--- config.mk ---
export PLATFORM = sky130hd
export DESIGN_NAME = msq_ctrl
export DESIGN_NICKNAME = d
export VERILOG_FILES = /design/src/rtl/core/msq_pkg.sv /design/src/rtl/core/msq_ctrl.sv
export SDC_FILE = /design/constraint.sdc
export NUM_CORES = 1
export LEC_CHECK = 0
export CAP_MARGIN = 20
export CORE_AREA = 3 3 40 42
export DETAILED_ROUTE_END_ITERATION = 6
export DIE_AREA = 0 0 43 45
export DONT_BUFFER_PORTS = 1
export SLEW_MARGIN = 20
export SYNTH_ARGS = -nofsm -noshare
export SYNTH_HDL_FRONTEND = slang
export SYNTH_SLANG_ARGS = --single-unit
--- constraint.sdc ---
create_clock -name clk -period 1.8 [get_ports clk]
set_input_delay 0.36 -clock clk [delete_from_list [all_inputs] [get_ports clk]]
set_output_delay 0.36 -clock clk [all_outputs]
set_load 0.005 [all_outputs]
--- src/rtl/core/msq_pkg.sv ---
// Package: sizes, opcodes, status codes, item and control types for the stack/queue store.
package msq_pkg;

  localparam int STACK_DEPTH = 1024;
  localparam int QUEUE_DEPTH = 1024;
  localparam int STACK_COUNT = 33;

  localparam int OP_W   = 5;
  localparam int SN_W   = 6;
  localparam int WORD_W = 64;
  localparam int CNT_W  = 11;
  localparam int ST_W   = 2;

  localparam int FILL_W  = $clog2(STACK_DEPTH + 1);
  localparam int SIDX_W  = (STACK_COUNT > 1) ? $clog2(STACK_COUNT) : 1;
  localparam int SCELLS  = STACK_COUNT * STACK_DEPTH;
  localparam int SADDR_W = $clog2(SCELLS);
  localparam int QPTR_W  = $clog2(QUEUE_DEPTH);

  localparam logic [OP_W-1:0] OP_PUSH  = 5'd0;
  localparam logic [OP_W-1:0] OP_POP   = 5'd1;
  localparam logic [OP_W-1:0] OP_PEEK  = 5'd2;
  localparam logic [OP_W-1:0] OP_DUP   = 5'd3;
  localparam logic [OP_W-1:0] OP_LEN   = 5'd4;
  localparam logic [OP_W-1:0] OP_SEL   = 5'd5;
  localparam logic [OP_W-1:0] OP_SETB  = 5'd6;
  localparam logic [OP_W-1:0] OP_BPUSH = 5'd7;
  localparam logic [OP_W-1:0] OP_BPOP  = 5'd8;
  localparam logic [OP_W-1:0] OP_BPEEK = 5'd9;
  localparam logic [OP_W-1:0] OP_BLEN  = 5'd10;
  localparam logic [OP_W-1:0] OP_NPUSH = 5'd11;
  localparam logic [OP_W-1:0] OP_NPOP  = 5'd12;
  localparam logic [OP_W-1:0] OP_NPEEK = 5'd13;
  localparam logic [OP_W-1:0] OP_NLEN  = 5'd14;
  localparam logic [OP_W-1:0] OP_QON   = 5'd15;
  localparam logic [OP_W-1:0] OP_QOFF  = 5'd16;

  localparam logic [ST_W-1:0] ST_OK    = 2'd0;
  localparam logic [ST_W-1:0] ST_UNDER = 2'd1;
  localparam logic [ST_W-1:0] ST_OVER  = 2'd2;

  typedef struct packed {
    logic [OP_W-1:0]          opcode;
    logic [SN_W-1:0]          stack_no;
    logic signed [WORD_W-1:0] value;
  } in_item_t;

  typedef struct packed {
    logic signed [WORD_W-1:0] word_out;
    logic [CNT_W-1:0]         fill_count;
    logic [ST_W-1:0]          status;
  } out_item_t;

  typedef struct packed {
    logic capture;
    logic exec;
    logic mem;
    logic load_out;
  } msq_cmd_t;

  typedef struct packed {
    logic need_mem;
  } msq_sts_t;

endpackage

--- src/rtl/core/msq_ctrl.sv ---
// Controller: sequences capture, execute, memory and output phases of one operation.
module msq_ctrl (
  input  logic              clk,
  input  logic              rst_n,
  input  logic              in_valid,
  output logic              in_ready,
  output logic              out_valid,
  input  logic              out_ready,
  input  msq_pkg::msq_sts_t sts,
  output msq_pkg::msq_cmd_t cmd
);
  import msq_pkg::*;

  localparam logic [1:0] S_IDLE = 2'd0;
  localparam logic [1:0] S_EXEC = 2'd1;
  localparam logic [1:0] S_MEM  = 2'd2;
  localparam logic [1:0] S_DONE = 2'd3;

  logic [1:0] state_r;
  logic [1:0] state_nxt;
  logic       out_valid_r;
  logic       out_valid_nxt;
  logic       out_free;

  assign out_free = !out_valid_r || out_ready;

  always_comb begin
    state_nxt     = state_r;
    cmd           = '0;
    out_valid_nxt = out_valid_r && !out_ready;
    case (state_r)
      S_IDLE: begin
        if (in_valid) begin
          cmd.capture = 1'b1;
          state_nxt   = S_EXEC;
        end
      end
      S_EXEC: begin
        cmd.exec  = 1'b1;
        state_nxt = sts.need_mem ? S_MEM : S_DONE;
      end
      S_MEM: begin
        cmd.mem   = 1'b1;
        state_nxt = S_DONE;
      end
      S_DONE: begin
        if (out_free) begin
          cmd.load_out  = 1'b1;
          out_valid_nxt = 1'b1;
          state_nxt     = S_IDLE;
        end
      end
      default: state_nxt = S_IDLE;
    endcase
  end

  always_ff @(posedge clk) begin
    if (!rst_n) begin
      state_r     <= S_IDLE;
      out_valid_r <= 1'b0;
    end else begin
      state_r     <= state_nxt;
      out_valid_r <= out_valid_nxt;
    end
  end

  assign in_ready  = (state_r == S_IDLE);
  assign out_valid = out_valid_r;

endmodule

## After elaboration in Yosys (flattened, before gate mapping)

Cells that the tools add are included.

| cells by class | value |
|---|---|
| eq/ne operators | 5 |
| muxes and demuxes | 12 |
| reduce and logical (&&, ||, !) cells | 6 |

Operators by type and width:

| operator | number |
|---|---|
| $mux 1 | 9 |
| $pmux 2 s4 | 1 |
| $eq 2x2->1 const B | 2 |
| $mux 2 | 2 |
| $ne 2x2->1 const B | 2 |
| $eq 2x1->1 const B | 1 |
| $logic_not 1->1 | 2 |
| $logic_not 2->1 | 1 |
| $reduce_and 2->1 | 1 |
| $logic_and 1x1->1 | 1 |
| $logic_or 1x1->1 | 1 |

| word-level totals | value |
|---|---|
| flip-flop bits (word level) | 3 |
| output and inout port bits | 6 |
| word-level logic and storage cells | 25 |

## Depth between registers and ports, before layout

Gate-level depths: netlist of the first run.

| logic depth | value |
|---|---|
| word-level depth | 4 |
| depth in mapped cells | 5 |
| mapped depth without buffers | 5 |

## Worst setup path after synthesis of the first run

No wires, ideal clock.

| timing path | value |
|---|---|
| path type | reg-to-reg |
| start | register state_r[0] |
| end | register state_r[0] |
| data arrival time | 1.134 ns |
| setup slack | 0.551 ns |
| stages on the path, launching flop included | 5 |
| path buffers | 0 |
| cells stage by stage | dfxtp_1 ha_1 and3b_4 o31a_1 o21a_1 |

| on the way | value |
|---|---|
| word-level cells in the longest chain between the ends | 3 |

RTL lines:

| item | RTL line | text |
|---|---|---|
| from (decl) | msq_ctrl.sv:19 | `logic [1:0] state_r;` |
| from (signal assigned) | msq_ctrl.sv:62 | `state_r <= state_nxt;` |
| $eq 2x2->1 / $logic_not 2->1 (equally long branches) | msq_ctrl.sv:31 | `case (state_r)` |
| $ne 2x2->1 (no source line) | n/a |  |
| $reduce_and 2->1 (no source line) | n/a |  |

Several ways; a longest one is shown, not always the timed one.
A chain may end at the register's enable or synchronous reset.

==> results of run 1 <==
[report_power, final]
part           switching (W)  internal, W
clock              0.0000346    0.0000831
sequential         0.0000222    0.0000848
combinational      0.0000651    0.0000642
total               0.000122     0.000232
[layout make-up]
class / count / area, um^2
Clock buffer: 4 / 26.3
Fill cell: 149 / 1020
Inverter: 2 / 7.51
Multi-Input combinational cell: 18 / 154
Sequential cell: 3 / 60.1
Tap cell: 15 / 18.8
[layout by cell type (no fill, tap or decap), types with 2 or more instances in the layout]
cell type and n:
o21a_1 2, dfxtp_1 3, ha_1 4, clkbuf_4 3, inv_1 2, nor2b_1 3
[through the flow]
stage,cells,setup WS (ps)
finish,42,279
global route,42,161
CTS,42,240
detailed placement,38,463
global placement,38,474
floorplan,23,551
[worst max path at each step]
stage                                        from  slack, ps  depth (start not counted)                      end
after floorplan           state_r[0]$_SDFFE_PN0P_        550                          4  state_r[0]$_SDFFE_PN0P_
after global placement    state_r[0]$_SDFFE_PN0P_        470                          4  state_r[0]$_SDFFE_PN0P_
after detailed placement  state_r[0]$_SDFFE_PN0P_        460                          4  state_r[0]$_SDFFE_PN0P_
after CTS                 state_r[0]$_SDFFE_PN0P_        240                          3                   cmd[3]
after global routing      state_r[0]$_SDFFE_PN0P_        160                          3                   cmd[3]
final                     state_r[0]$_SDFFE_PN0P_        280                          3                   cmd[3]
[worst reg2reg max path: cells and delay by family (launching register included)]
kind	cells	cell delay, ps
AO/OA/AOI/OAI	2	470
adder cells (fa/ha/maj)	1	280
buffers and inverters	1	90
flip-flops	1	390
[logic make-up after synthesis]
group / synth area share
and+or+nand+nor: 0.249
AOI/OAI and AO/OA: 0.175
adders and majority gates: 0.226
DFF: 0.271
buffers and inverters: 0.0339
muxes: 0.0452
[routing by layer]
metal | global-route usage | part of all wire
met5 | 0 | 0
met3 | 0.0757 | 0.16
met1 | 0.0480 | 0.37
met2 | 0.0898 | 0.46
met4 | 0.0181 | 0
[flip-flops by register name, indices dropped and copies added, names as in the netlist]
signal / flops
out_valid: 1
state_r: 2
==> flow_summary.toml, run 1 <==
[timing]
fin_hold_ws_ps = 245
max_slew_margin = 0.861
slew_viol_final = 0
period_share = 0.845
fmax_mhz = 657
hold_violations = 0
tightest_slew_ps = 208
tns_ps = 0
skew_ps = 0.597
layout_min_cycle_time_ps = 1520
setup_viol = 0
rsz0062_at_grt = "false"

[floorplan]
core_area_um2 = 1280
rows = 13
start_util = 0.172
die_h_um = 45
dieWidth_um = 43
io_pins = 11
die_area_um2 = 1940

[cells_and_area]
diodes = 0
final_core_util = 0.207
layout.nets = 37
drive_gt1_frac = 0.185
design_area_um2 = 267
area_delta_synth_final_pct = 20.3

[setup_path]
cp-end-kind = "primary output"
crit_chain = "inv_1 -> ha_1 -> and2_1"
r2r-start = "state_r[0]$_SDFFE_PN0P_"
worstPathArrival_ps = 1160
startpoint_type = "flip-flop"
path_max_fanout = 5
reg2reg_depth = 4
cp_top_family = "flip-flops"
cp.buffers_inverters = 1
max_stage_delay_ps = 390
criticalPathCategory = "reg -> out"
critPathSlowestCell = "dfxtp_1"
worstPathRequired_ps = 1440
r2r_slack_ps = 480
worstReg2RegEnd = "state_r[0]$_SDFFE_PN0P_"

[cts]
cts_made_buffers = 3
cts_tree = "done"
ctsResizeCount = 0
clkTransAtPathRegs_ps = 40
h-tree-depth = 1
postCtsSetupBuffers = 0
insertion_delay_ps = 230
clock-sinks = 3
clk_root_buffer_cell = "clkbuf_4"
clk_path_buf_depth = 2
cts_hold_buffers = 0

[power]
p_per_area_nw_per_um2 = 1330
leakage_nw = 0.115
p_total_w = 0.000354
ir_worst_vdd_mv = 0.402

[synthesis]
yosysWarnings = 0
synth_common_cells = "4 x ha_1, 3 x dfxtp_1, 3 x nor2b_1, 2 x inv_1, 2 x o21a_1"
yosys.area.top_type = "dfxtp_1"
synthFlopType = "dfxtp_1"
synthTopCellsByArea = "dfxtp_1 27%, ha_1 23%, nor2b_1 8.5%"
synth.avg_cell_area_um2 = 9.63
synth-edff-count = 0
syn_nets = 32
synth_top_area_frac = 0.271
async_flop_share = 0
synth_seq_area_share = 0.271
synthDistinctLibCells = 14
ys_ff_latch = 3
syn_inst = 23
netlist_area_um2 = 221
yosysMostFrequentCell = "ha_1"

[placed_design]
place.gp.congestion = 0.652
dpl.hpwl_um = 354
dpl-instance-area_um2 = 240
io_buffers = 0

[min_path]
min-delay-start = "rst_n"
whs_path_depth = 1
min_path_type = "in -> reg"
min_to = "out_valid$_SDFF_PN0_"

[detailed_routing]
drc_errors = 0
final_antenna_net_count = 0
drt_wl_total_um = 457
post_drt_wl_per_cell_um = 10.9
avgViaCountPerCell = 4.02
firstDrtPassIters = 1
vias = 169
drt-initial-drc-count = 0

[run]
maxCapViolCount = 0

[global_route]
grt_first_pass_wirelength_um = 765
grt_pass1_vias = 196
antenna_found_initial = 0
grt_util_all_layers = 0.0599
grt_max_degree = 6
grt_overflow_total = 0

[outcome]
status = "finished clean"
Power figures use the tool's default switching activity.
==> run 2, diff against run 1 <==
--- a/config.mk
+++ b/config.mk
@@ -5,6 +5,7 @@
 export SDC_FILE = /design/constraint.sdc
 export NUM_CORES = 1
 export LEC_CHECK = 0
+export ABC_AREA = 1
 export CAP_MARGIN = 20
 export CORE_AREA = 3 3 40 42
 export DETAILED_ROUTE_END_ITERATION = 6
==> constraint.sdc (replaced) <==
create_clock -name clk -period 1.35 [get_ports clk]
set_input_delay 0.27 -clock clk [delete_from_list [all_inputs] [get_ports clk]]
set_output_delay 0.27 -clock clk [all_outputs]
set_load 0.005 [all_outputs]
==> flow_summary.toml, run 2 <==
[floorplan]
rows = 13
core_area_um2 = 1280
start_util = 0.176
die_h_um = 45
io_pins = 11
dieWidth_um = 43
die_area_um2 = 1940

[detailed_routing]
avgViaCountPerCell = 4.12
drt_wl_total_um = 444
drc_errors = 0
firstDrtPassIters = 5
vias = 206
top_layer = "met4"
wl_met1_um = 152
post_drt_wl_per_cell_um = 8.88
met3_wirelength_um = 40
wl_met2_um = 232
drt-initial-drc-count = 4
final_antenna_net_count = 0

[run]
maxCapViolCount = 0

[synthesis]
synthDistinctLibCells = 9
synthTopCellsByArea = "dfxtp_1 27%, ha_1 22%, inv_1 13%"
synth_seq_area_share = 0.265
yosysWarnings = 0
yosysMostFrequentCell = "inv_1"
ys_ff_latch = 3
synth_top_area_frac = 0.265
synthFlopType = "dfxtp_1"
synth.avg_cell_area_um2 = 7.31
synth_common_cells = "8 x inv_1, 7 x nand2_1, 4 x ha_1"
synth-edff-count = 0
async_flop_share = 0
syn_inst = 31
yosys.area.top_type = "dfxtp_1"
netlist_area_um2 = 226
syn_nets = 40

[global_route]
grt_first_pass_wirelength_um = 676
grt_util_all_layers = 0.0532
antenna_found_initial = 0
grt_max_degree = 6
grt_overflow_total = 0
grt_pass1_vias = 200

[cts]
insertion_delay_ps = 230
clkTransAtPathRegs_ps = 40
cts_made_buffers = 3
cts_hold_buffers = 0
cts_tree = "done"
h-tree-depth = 1
clk_path_buf_depth = 2
clk_root_buffer_cell = "clkbuf_4"
clock-sinks = 3

[timing]
period_share = 0.951
rsz0062_at_grt = "false"
layout_min_cycle_time_ps = 1280
tns_ps = 0
slew_viol_final = 0
tightest_slew_ps = 161
max_slew_margin = 0.893
setup_viol = 0
hold_violations = 0
fmax_mhz = 779
skew_ps = 3.32

[cells_and_area]
n_fill_cell = 147
largest_reg_flops = 2
final_common_cell = "inv_1"
layout.nets = 45
design_area_um2 = 277
layout_common_cells = "8 x inv_1, 7 x nand2_1"
diodes = 0
top_register = "state_r"
drive_gt1_frac = 0.257
area_delta_synth_final_pct = 22.1

[setup_path]
cp.buffers_inverters = 2
max_stage_delay_ps = 330
path_common_cell = "inv_1"
cp-end-kind = "primary output"
startpoint_type = "flip-flop"
criticalPathCategory = "reg -> out"
critPathSlowestCell = "dfxtp_2"
crit_chain = "inv_1 -> ha_2 -> nand2_1 -> inv_1"
worstPathArrival_ps = 1010
worstPathRequired_ps = 1080
path_max_fanout = 4
cp_top_family = "flip-flops"

[placed_design]
io_buffers = 0
dpl-instance-area_um2 = 245
dpl.hpwl_um = 350
place.gp.congestion = 0.749

[power]
p_per_area_nw_per_um2 = 2160
leakage_nw = 0.138
ir_worst_vdd_mv = 0.576

[outcome]
status = "finished clean"

[min_path]
min_path_type = "in -> reg"
run 2: cell types whose count changed in the layout (fill, tap and decap cells not counted), moves of 3 or more:
cell     previous run  this run
nor2b_1             3         0
nand3_1             0         3
a21oi_1             0         3
nand2_1             1         7
inv_1               2         8
run 2: kinds of logic (layout without fill, tap and decap cells):
| kind of cell | after synthesis | after routing | share of synthesized area |
|---|---|---|---|
| buffers and inverters | 8 | 12 | 0.133 |
| DFF | 3 | 3 | 0.265 |
| and+or+nand+nor | 11 | 11 | 0.227 |
| AOI/OAI and AO/OA | 5 | 5 | 0.155 |
| adders and majority gates | 4 | 4 | 0.221 |
run 2: metal layers:
metal / GRT usage / vias to the layer above
met2: 0.0838 / 11
met4: 0.0904 / 0
met5: 0 / -
li1: - / 103
met1: 0.0409 / 90
met3: 0.0159 / 2
run 2: layout make-up:
class	instances	area, um^2	share of cell area
Inverter	8	30.0	0.109
Clock buffer	4	26.3	0.0950
Sequential cell	3	62.6	0.226
Multi-Input combinational cell	20	139	0.502
Tap cell	15	18.8	0.0679
run 2: power by group:
part | internal (W) | switching (W) | total, W
logic | 0.000121 | 0.000151 | 0.000272
registers | 0.000128 | 0.0000418 | 0.000170
clock network | 0.000111 | 0.0000453 | 0.000156
total | 0.000360 | 0.000238 | 0.000598
run 2: metrics by stage:
step	total power, W	std cells	util	hold slack, ps	setup slack [ps]
5_1_grt	0.000660	50	0.215	218	9.96
4_1_cts	0.000601	50	0.213	203	29.2
6_report	0.000598	50	0.215	205	66.7
2_1_floorplan	0.000379	31	-	428	238
3_5_place_dp	0.000429	46	0.191	460	129
3_3_place_gp	0.000428	46	0.191	448	141
run 2: worst reg2reg max path: cells and delay by family (launching register included):
kind	cells	cell delay (ps)
compound gates	1	110
flops	1	330
buf+inv	1	110
fa+ha+maj	1	230
simple gates	3	270
run 2: worst paths after layout:
kind / startpoint / endpoint / slack (ps) / cells after the start
setup / recovery: state_r[1]$_SDFFE_PN0P_ / cmd[3] / 70 / 4
hold / removal: rst_n / state_r[0]$_SDFFE_PN0P_ / 200 / 2
setup reg to reg: state_r[1]$_SDFFE_PN0P_ / state_r[0]$_SDFFE_PN0P_ / 230 / 6
hold reg to reg: state_r[1]$_SDFFE_PN0P_ / state_r[1]$_SDFFE_PN0P_ / 490 / 2
run 2: timing repair:
action | 4_1_cts | 5_1_grt
gates cloned | 0 | 0
gates resized for setup | 2 | 1
buffers inserted | 0 | 0
setup endpoints to repair | 2 | 1
